**config.mk**
```make
export PLATFORM = sky130hd
export DESIGN_NAME = kermit_frame_receiver
export DESIGN_NICKNAME = d
export VERILOG_FILES = /design/src/hdl/kfr_pkg.sv /design/src/hdl/kfr_front.sv /design/src/hdl/kfr_queue.sv /design/src/hdl/kermit_frame_receiver.sv
export SDC_FILE = /design/constraint.sdc
export NUM_CORES = 1
export LEC_CHECK = 0
export BUFFER_PORTS_ARGS = -buffer_cell sky130_fd_sc_hd__buf_2
export CAP_MARGIN = 20
export CORE_UTILIZATION = 62
export CTS_CLUSTER_SIZE = 8
export DETAILED_ROUTE_END_ITERATION = 6
export PLACE_DENSITY = 0.78
export SKIP_LAST_GASP = 1
export SYNTH_ARGS = -nofsm -noshare
export SYNTH_HDL_FRONTEND = slang
export SYNTH_SLANG_ARGS = --single-unit
```
**constraint.sdc**
```tcl
create_clock -name clk -period 6.3 [get_ports clk]
set_clock_uncertainty 0.05 [all_clocks]
set_input_delay 1.89 -clock clk [delete_from_list [all_inputs] [get_ports clk]]
set_output_delay 1.89 -clock clk [all_outputs]
set_load 0.01 [all_outputs]
```
**src/hdl/kfr_pkg.sv**
```systemverilog
// Shared types, codes and a helper function for the Kermit frame receiver.
// No dependencies; every other file of the block refers to it by scoped names.
package kfr_pkg;

    localparam int QUEUE_DEPTH_DEFAULT = 4;

    // Configuration register indexes.
    localparam logic CFG_START_MARK     = 1'b0;
    localparam logic CFG_CONTROL_PREFIX = 1'b1;

    localparam logic [7:0] START_MARK_RESET     = 8'd1;
    localparam logic [7:0] CONTROL_PREFIX_RESET = 8'd35;

    // Result kinds.
    localparam logic [2:0] KIND_DATA      = 3'd0;
    localparam logic [2:0] KIND_GOOD      = 3'd1;
    localparam logic [2:0] KIND_HDR_BAD   = 3'd2;
    localparam logic [2:0] KIND_BLOCK_BAD = 3'd3;
    localparam logic [2:0] KIND_BAD_LEN   = 3'd4;

    typedef enum logic [2:0] {
        PH_HUNT,
        PH_LEN,
        PH_SEQ,
        PH_TYPE,
        PH_XL1,
        PH_XL2,
        PH_HCHK,
        PH_DATA
    } phase_t;

    typedef struct packed {
        logic [2:0] kind;
        logic [7:0] data_byte;
        logic [7:0] frame_type;
        logic [7:0] sequence_res;
    } result_t;

    // Type-1 check: fold the top two bits into the low six, then make it printable.
    function automatic logic [7:0] fold_check(input logic [7:0] s);
        logic [5:0] t;
        t = s[5:0] + {4'b0000, s[7:6]};
        return {2'b00, t} + 8'd32;
    endfunction

endpackage

```
**src/hdl/kfr_front.sv**
```systemverilog
// Front end of the Kermit frame receiver: frame parser, prefix decoder and checksum.
// Depends on kfr_pkg. Produces at most one result word per accepted byte.
module kfr_front
(
    input  logic            clk,
    input  logic            rst_n,
    input  logic            cfg_we,
    input  logic            cfg_index,
    input  logic [7:0]      cfg_data,
    input  logic            byte_valid,
    input  logic [7:0]      rx_byte,
    output logic            res_valid,
    output kfr_pkg::result_t res
);

    kfr_pkg::phase_t phase_reg, phase_next;
    logic [14:0] bytes_left_reg, bytes_left_next;
    logic [7:0]  sum_reg, sum_next;
    logic        esc_reg, esc_next;
    logic [7:0]  type_reg, type_next;
    logic [7:0]  seq_reg, seq_next;
    logic [7:0]  xl1_reg, xl1_next;
    logic [7:0]  start_mark_reg;
    logic [7:0]  prefix_reg;

    logic        emit;
    logic [2:0]  emit_kind;
    logic [7:0]  emit_data;

    logic signed [9:0]  len_hi;
    logic signed [9:0]  len_lo;
    logic signed [15:0] ext_len;
    logic [7:0]         check_val;
    logic [7:0]         sum_add;

    assign len_hi    = $signed({2'b00, xl1_reg}) - 10'sd32;
    assign len_lo    = $signed({2'b00, rx_byte}) - 10'sd32;
    assign ext_len   = 16'(len_hi) * 16'sd95 + 16'(len_lo);
    assign check_val = kfr_pkg::fold_check(sum_reg);
    assign sum_add   = sum_reg + rx_byte;

    always_comb
    begin
        phase_next      = phase_reg;
        bytes_left_next = bytes_left_reg;
        sum_next        = sum_reg;
        esc_next        = esc_reg;
        type_next       = type_reg;
        seq_next        = seq_reg;
        xl1_next        = xl1_reg;
        emit            = 1'b0;
        emit_kind       = kfr_pkg::KIND_DATA;
        emit_data       = 8'd0;
        if (byte_valid)
        begin
            case (phase_reg)
                kfr_pkg::PH_HUNT:
                begin
                    if (rx_byte == start_mark_reg)
                    begin
                        phase_next      = kfr_pkg::PH_LEN;
                        sum_next        = 8'd0;
                        esc_next        = 1'b0;
                        bytes_left_next = 15'd0;
                    end
                end
                kfr_pkg::PH_LEN:
                begin
                    sum_next        = sum_add;
                    bytes_left_next = {7'd0, rx_byte};
                    phase_next      = kfr_pkg::PH_SEQ;
                end
                kfr_pkg::PH_SEQ:
                begin
                    sum_next   = sum_add;
                    seq_next   = rx_byte - 8'd32;
                    phase_next = kfr_pkg::PH_TYPE;
                end
                kfr_pkg::PH_TYPE:
                begin
                    sum_next  = sum_add;
                    type_next = rx_byte;
                    if (bytes_left_reg == 15'd32)
                    begin
                        phase_next = kfr_pkg::PH_XL1;
                    end
                    else if (bytes_left_reg >= 15'd35)
                    begin
                        bytes_left_next = bytes_left_reg - 15'd34;
                        phase_next      = kfr_pkg::PH_DATA;
                    end
                    else
                    begin
                        phase_next = kfr_pkg::PH_HUNT;
                        emit       = 1'b1;
                        emit_kind  = kfr_pkg::KIND_BAD_LEN;
                    end
                end
                kfr_pkg::PH_XL1:
                begin
                    sum_next   = sum_add;
                    xl1_next   = rx_byte;
                    phase_next = kfr_pkg::PH_XL2;
                end
                kfr_pkg::PH_XL2:
                begin
                    sum_next        = sum_add;
                    bytes_left_next = (ext_len >= 16'sd1) ? ext_len[14:0] : 15'd0;
                    phase_next      = kfr_pkg::PH_HCHK;
                end
                kfr_pkg::PH_HCHK:
                begin
                    if (rx_byte != check_val)
                    begin
                        phase_next = kfr_pkg::PH_HUNT;
                        emit       = 1'b1;
                        emit_kind  = kfr_pkg::KIND_HDR_BAD;
                    end
                    else
                    begin
                        // The header check is counted in the block sum.
                        sum_next = sum_add;
                        if (bytes_left_reg == 15'd0)
                        begin
                            phase_next = kfr_pkg::PH_HUNT;
                            emit       = 1'b1;
                            emit_kind  = kfr_pkg::KIND_BAD_LEN;
                        end
                        else
                        begin
                            phase_next = kfr_pkg::PH_DATA;
                        end
                    end
                end
                default:
                begin
                    if (bytes_left_reg <= 15'd1)
                    begin
                        phase_next = kfr_pkg::PH_HUNT;
                        emit       = 1'b1;
                        emit_kind  = (rx_byte == check_val) ? kfr_pkg::KIND_GOOD
                                                            : kfr_pkg::KIND_BLOCK_BAD;
                    end
                    else
                    begin
                        bytes_left_next = bytes_left_reg - 15'd1;
                        sum_next        = sum_add;
                        if (esc_reg)
                        begin
                            esc_next  = 1'b0;
                            emit      = 1'b1;
                            emit_data = (rx_byte == prefix_reg) ? prefix_reg
                                                                : (rx_byte ^ 8'h40);
                        end
                        else if (rx_byte == prefix_reg)
                        begin
                            esc_next = 1'b1;
                        end
                        else
                        begin
                            emit      = 1'b1;
                            emit_data = rx_byte;
                        end
                    end
                end
            endcase
        end
    end

    // Status words carry the frame fields as they stand after this byte.
    always_comb
    begin
        res_valid        = emit;
        res.kind         = emit_kind;
        res.data_byte    = emit_data;
        res.frame_type   = type_next;
        res.sequence_res = seq_next;
    end

    always_ff @(posedge clk or negedge rst_n)
    begin
        if (!rst_n)
        begin
            phase_reg      <= kfr_pkg::PH_HUNT;
            bytes_left_reg <= 15'd0;
            sum_reg        <= 8'd0;
            esc_reg        <= 1'b0;
            type_reg       <= 8'd0;
            seq_reg        <= 8'd0;
            xl1_reg        <= 8'd0;
            start_mark_reg <= kfr_pkg::START_MARK_RESET;
            prefix_reg     <= kfr_pkg::CONTROL_PREFIX_RESET;
        end
        else
        begin
            phase_reg      <= phase_next;
            bytes_left_reg <= bytes_left_next;
            sum_reg        <= sum_next;
            esc_reg        <= esc_next;
            type_reg       <= type_next;
            seq_reg        <= seq_next;
            xl1_reg        <= xl1_next;
            if (cfg_we && cfg_index == kfr_pkg::CFG_START_MARK)
            begin
                start_mark_reg <= cfg_data;
            end
            if (cfg_we && cfg_index == kfr_pkg::CFG_CONTROL_PREFIX)
            begin
                prefix_reg <= cfg_data;
            end
        end
    end

endmodule

```
**src/hdl/kfr_queue.sv**
```systemverilog
// Result queue between the frame parser and the result port.
// Depends on kfr_pkg for the result word type.
module kfr_queue
#(
    parameter int DEPTH = kfr_pkg::QUEUE_DEPTH_DEFAULT
)
(
    input  logic              clk,
    input  logic              rst_n,
    input  logic              wr_en,
    input  kfr_pkg::result_t  wr_data,
    input  logic              rd_en,
    output kfr_pkg::result_t  rd_data,
    output logic              full,
    output logic              empty
);

    localparam int PTR_W = (DEPTH > 1) ? $clog2(DEPTH) : 1;
    localparam int CNT_W = $clog2(DEPTH + 1);

    kfr_pkg::result_t mem [DEPTH];

    logic [PTR_W-1:0] wr_ptr_reg, wr_ptr_next;
    logic [PTR_W-1:0] rd_ptr_reg, rd_ptr_next;
    logic [CNT_W-1:0] count_reg, count_next;
    logic             do_wr;
    logic             do_rd;

    assign full    = (count_reg == CNT_W'(DEPTH));
    assign empty   = (count_reg == '0);
    assign do_wr   = wr_en && !full;
    assign do_rd   = rd_en && !empty;
    assign rd_data = mem[rd_ptr_reg];

    always_comb
    begin
        wr_ptr_next = wr_ptr_reg;
        rd_ptr_next = rd_ptr_reg;
        count_next  = count_reg;
        if (do_wr)
        begin
            wr_ptr_next = (wr_ptr_reg == PTR_W'(DEPTH - 1)) ? '0 : wr_ptr_reg + 1'b1;
        end
        if (do_rd)
        begin
            rd_ptr_next = (rd_ptr_reg == PTR_W'(DEPTH - 1)) ? '0 : rd_ptr_reg + 1'b1;
        end
        if (do_wr && !do_rd)
        begin
            count_next = count_reg + 1'b1;
        end
        else if (do_rd && !do_wr)
        begin
            count_next = count_reg - 1'b1;
        end
    end

    always_ff @(posedge clk)
    begin
        if (do_wr)
        begin
            mem[wr_ptr_reg] <= wr_data;
        end
    end

    always_ff @(posedge clk or negedge rst_n)
    begin
        if (!rst_n)
        begin
            wr_ptr_reg <= '0;
            rd_ptr_reg <= '0;
            count_reg  <= '0;
        end
        else
        begin
            wr_ptr_reg <= wr_ptr_next;
            rd_ptr_reg <= rd_ptr_next;
            count_reg  <= count_next;
        end
    end

endmodule

```
**src/hdl/kermit_frame_receiver.sv**
```systemverilog
// Kermit frame receiver, type-1 block check. Top level over kfr_front and kfr_queue.
// Output path: a word caused by a byte is registered in the result queue as the byte is taken.
// Throughput: one byte per cycle while full is low, as the parser updates on each taken byte; full rises only
// when the result queue (QUEUE_DEPTH words) is full.
// Reset: asynchronous, active low; registers go to their defaults, the parser hunts for
// the start mark and the queue is empty.
module kermit_frame_receiver
#(
    parameter int QUEUE_DEPTH = kfr_pkg::QUEUE_DEPTH_DEFAULT
)
(
    input  logic       clk,
    input  logic       rst_n,
    input  logic       cfg_we,
    input  logic       cfg_index,
    input  logic [7:0] cfg_data,
    input  logic       push,
    output logic       full,
    input  logic [7:0] rx_byte,
    output logic       empty,
    input  logic       pop,
    output logic [2:0] kind,
    output logic [7:0] data_byte,
    output logic [7:0] frame_type,
    output logic [7:0] sequence_res
);

    logic             accept;
    logic             res_valid;
    kfr_pkg::result_t res;
    kfr_pkg::result_t head;

    assign accept = push && !full;

    kfr_front u_front
    (
        .clk        (clk),
        .rst_n      (rst_n),
        .cfg_we     (cfg_we),
        .cfg_index  (cfg_index),
        .cfg_data   (cfg_data),
        .byte_valid (accept),
        .rx_byte    (rx_byte),
        .res_valid  (res_valid),
        .res        (res)
    );

    kfr_queue #(.DEPTH(QUEUE_DEPTH)) u_queue
    (
        .clk     (clk),
        .rst_n   (rst_n),
        .wr_en   (accept && res_valid),
        .wr_data (res),
        .rd_en   (pop),
        .rd_data (head),
        .full    (full),
        .empty   (empty)
    );

    assign kind         = head.kind;
    assign data_byte    = head.data_byte;
    assign frame_type   = head.frame_type;
    assign sequence_res = head.sequence_res;

endmodule

```
==> summary.md <==
| Metric | Value |
|---|---|
| I/O pin cnt | `51` |
| Inst Count DP | `1208` |
| Max Slew Vio Count | `0` |
| Critical Path Start Type | `input port` |
| Register area | `5100 sq um` |
| GRT Overall Usage | `0.295` |
| Syn Nets | `1049` |
| Worst min path class | `flip-flop to flip-flop` |
| Layout cells sized above 1 | `0.209` |
| Pin slew with the least headroom to its limit | `1.02 ns` |
| CTS sink count | `182` |
| Post-synthesis sequential area ratio | `0.465` |
| Cell area after synthesis | `11000 sq um` |
| Final nets | `1123` |
| Cell area after layout | `12300 sq um` |
| DP Worst Slack | `-0.340 ns` |
| DIE AREA | `18200 sq um` |
| Top-area cell type share of the netlist area | `0.296` |
| Clock transition at path regs | `0.07 ns` |
| Synth Register Bits | `182` |
| Worst Path Required | `6.56 ns` |
| Post-DP HPWL | `17500 um` |
| TritonCTS clock tree | `done` |
| MaxCap Viol Count | `0` |
| DRC viols | `0` |
| Slew margin rel. | `0.314` |
| Final setup viols | `0` |
| Mapped Cells | `929` |
| Avg WL per Cell | `20.1 um` |
| Fillers | `1179` |
| Final WL | `25000 um` |
| CP endpoint kind | `flip-flop` |
| RSZ-0062 raised after global routing | `no` |
| Gp weighted congestion | `0.921` |
| Port bufs | `50` |
| Post-synth top cells | `inv_1 (115), edfxtp_1 (108), dfrtp_1 (70)` |
| Post-DP Area | `11600 sq um` |
| Area grow syn2layout | `11.8%` |
| Mux contribution to synthesized area | `0.0871` |
| Worst Path Max Fanout | `6` |
| Top-count cell post-synth | `inv_1` |
| Post-route setup slack | `0.164 ns` |
| DR pass1 iterations | `6` |
| Number of antenna violations at the first check in global routing | `1` |
| Async S/R FF share, synth | `0.407` |
| Post-synthesis simple-gate area fraction | `0.101` |
| Via density | `6.05` |
| Clk buf depth | `2` |
| Final min period | `6.14 ns` |
| Cell taking the most area after synthesis | `edfxtp_1` |
| Avg Cell Area, Syn | `11.8 sq um` |
| Maximum number of pins on one net before global-route repair | `75` |
| FP Rows | `48` |
| Endpoints failing hold | `0` |
| H-tree depth | `4` |
| Outcome | `finished clean` |
| Die height | `135 um` |
| Vias in the first global route | `7667` |
| Final worst-path cycle share | `0.974` |
| ANT cells | `0` |
| Worst-Skew Late Latency | `0.44 ns` |
| Final non-filler cell total | `1241` |
| Synth top area cells | `edfxtp_1 (30%), dfrtp_1 (16%), fa_1 (7.7%), ha_1 (6.4%), mux4_2 (5.5%)` |
| Cts bufs inserted | `17` |
| Largest register FFs | `108` |
| Global route total overflow | `0` |
| Crit path kind | `input port to flip-flop` |
| Core footprint | `17300 sq um` |
| First-pass GRT wire length | `40200 um` |
| Synth Flop Type | `edfxtp_1` |
| ANT nets after route | `0` |
| Cts hold-fix bufs | `0` |
| Worst path arrival time | `6.40 ns` |
| Die W | `135 um` |
| Initial core utilization | `0.634` |
| Compound-gate portion of the synthesized area | `0.101` |
| Vias | `7514` |
| Yosys Warn Count | `0` |
| Iteration-0 DRC Markers | `504` |
| Largest family of logic cells by synthesized area | `adder cells` |
| Post-synthesis xor/xnor area fraction | `0.0455` |
| Max Freq | `163 MHz` |
| Count of cell types in the netlist | `79` |
| Post-synth EDFFs | `108` |
| Root buffer cell | `clkbuf_16` |
| Multi-input logic area | `5240 sq um` |
| Post-CTS setup buffer count | `0` |
| Synthesized-area fraction occupied by adder cells | `0.141` |
-- path summary, 6_finish.rpt --
kind                                      start                   endpoint  slack (ns)  depth (start not counted)
max                                  rx_byte[6]  u_front.bytes_left_reg[0]        0.16                         18
min                        u_queue.count_reg[2]       u_queue.count_reg[2]        0.44                          1
max reg2reg                  u_front.xl1_reg[6]  u_front.bytes_left_reg[0]        0.57                         18
min reg2reg                u_queue.count_reg[2]       u_queue.count_reg[2]        0.44                          1
max in group asynchronous                 rst_n  u_front.start_mark_reg[0]        4.17                          2
min in group asynchronous                 rst_n      u_queue.rd_ptr_reg[1]        1.37                          1
-- critical path, stage by stage --
cell and delay [ns]:
buf_2 0.10, inv_1 0.07, ha_4 0.17, xnor2_2 0.16, fa_1 0.49, inv_1 0.06, fa_1 0.50, inv_1 0.05
fa_1 0.48, fa_1 0.50, inv_1 0.04, ha_2 0.18, or4_1 0.55, o211ai_1 0.28, a21oi_2 0.12, mux2i_4 0.23
nor4bb_1 0.16, or3_1 0.37
-- stage by stage --
stage               setup TNS, ns  utilization  hold slack (ns)
floorplan                       0            -            0.406
global placement            -1.73        0.672            0.420
detailed placement          -3.05        0.672            0.428
CTS                             0        0.707            0.440
global route                    0        0.708            0.452
finish                          0        0.708            0.443
-- cell usage in the layout (no fill, tap or decap), types with 4 or more instances in the layout --
master	count
nor3_1	22
clkinv_8	4
o22ai_1	13
o211ai_1	6
a31oi_1	4
nand2b_1	8
buf_2	49
inv_1	114
ha_1	54
nand2_1	64
o21ai_0	56
o21a_1	5
clkbuf_16	17
xnor2_1	36
a21oi_1	30
mux2_2	27
nor2_1	52
nor3b_1	4
xor2_1	20
fa_1	42
nand3_1	17
a21o_1	4
a221oi_1	4
dfrtp_1	69
or3_1	5
edfxtp_1	108
nor2b_1	9
nor4_1	5
dfstp_2	4
a22oi_1	5
buf_4	44
o2111ai_1	5
inv_8	4
mux4_2	27
and2_1	6
-- kinds of logic after synthesis --
kind of cell    count (synthesis)
compound gates                164
xor+xnor                       57
fa+ha+maj                      98
buf+inv                       154
flops                         182
mux                            57
simple gates                  217
-- routing by layer --
metal | track usage | vias up | routed length, um
met2 | 0.493 | 265 | 12700
met4 | 0.122 | 0 | 656
met3 | 0.0484 | 53 | 1550
met1 | 0.383 | 3751 | 10100
met5 | 0 | - | 0
li1 | - | 3445 | -
-- what timing repair did --
item	CTS	global route
resized for setup	0	1
hold endpoints to repair	0	0
setup endpoints to repair	0	1
-- layout make-up --
| class | instances | area share |
|---|---|---|
| sequential | 182 | 0.416 |
| multi-input combinational | 593 | 0.428 |
| timing repair buffer | 94 | 0.0486 |
| tap | 225 | 0.0230 |
| inverter | 115 | 0.0352 |
| clock buffer | 17 | 0.0347 |
| clock inverter | 15 | 0.0144 |
Power is left out: the tool's default activity adds up to more than one toggle a clock period on the data nets, which glitch-free logic cannot reach.
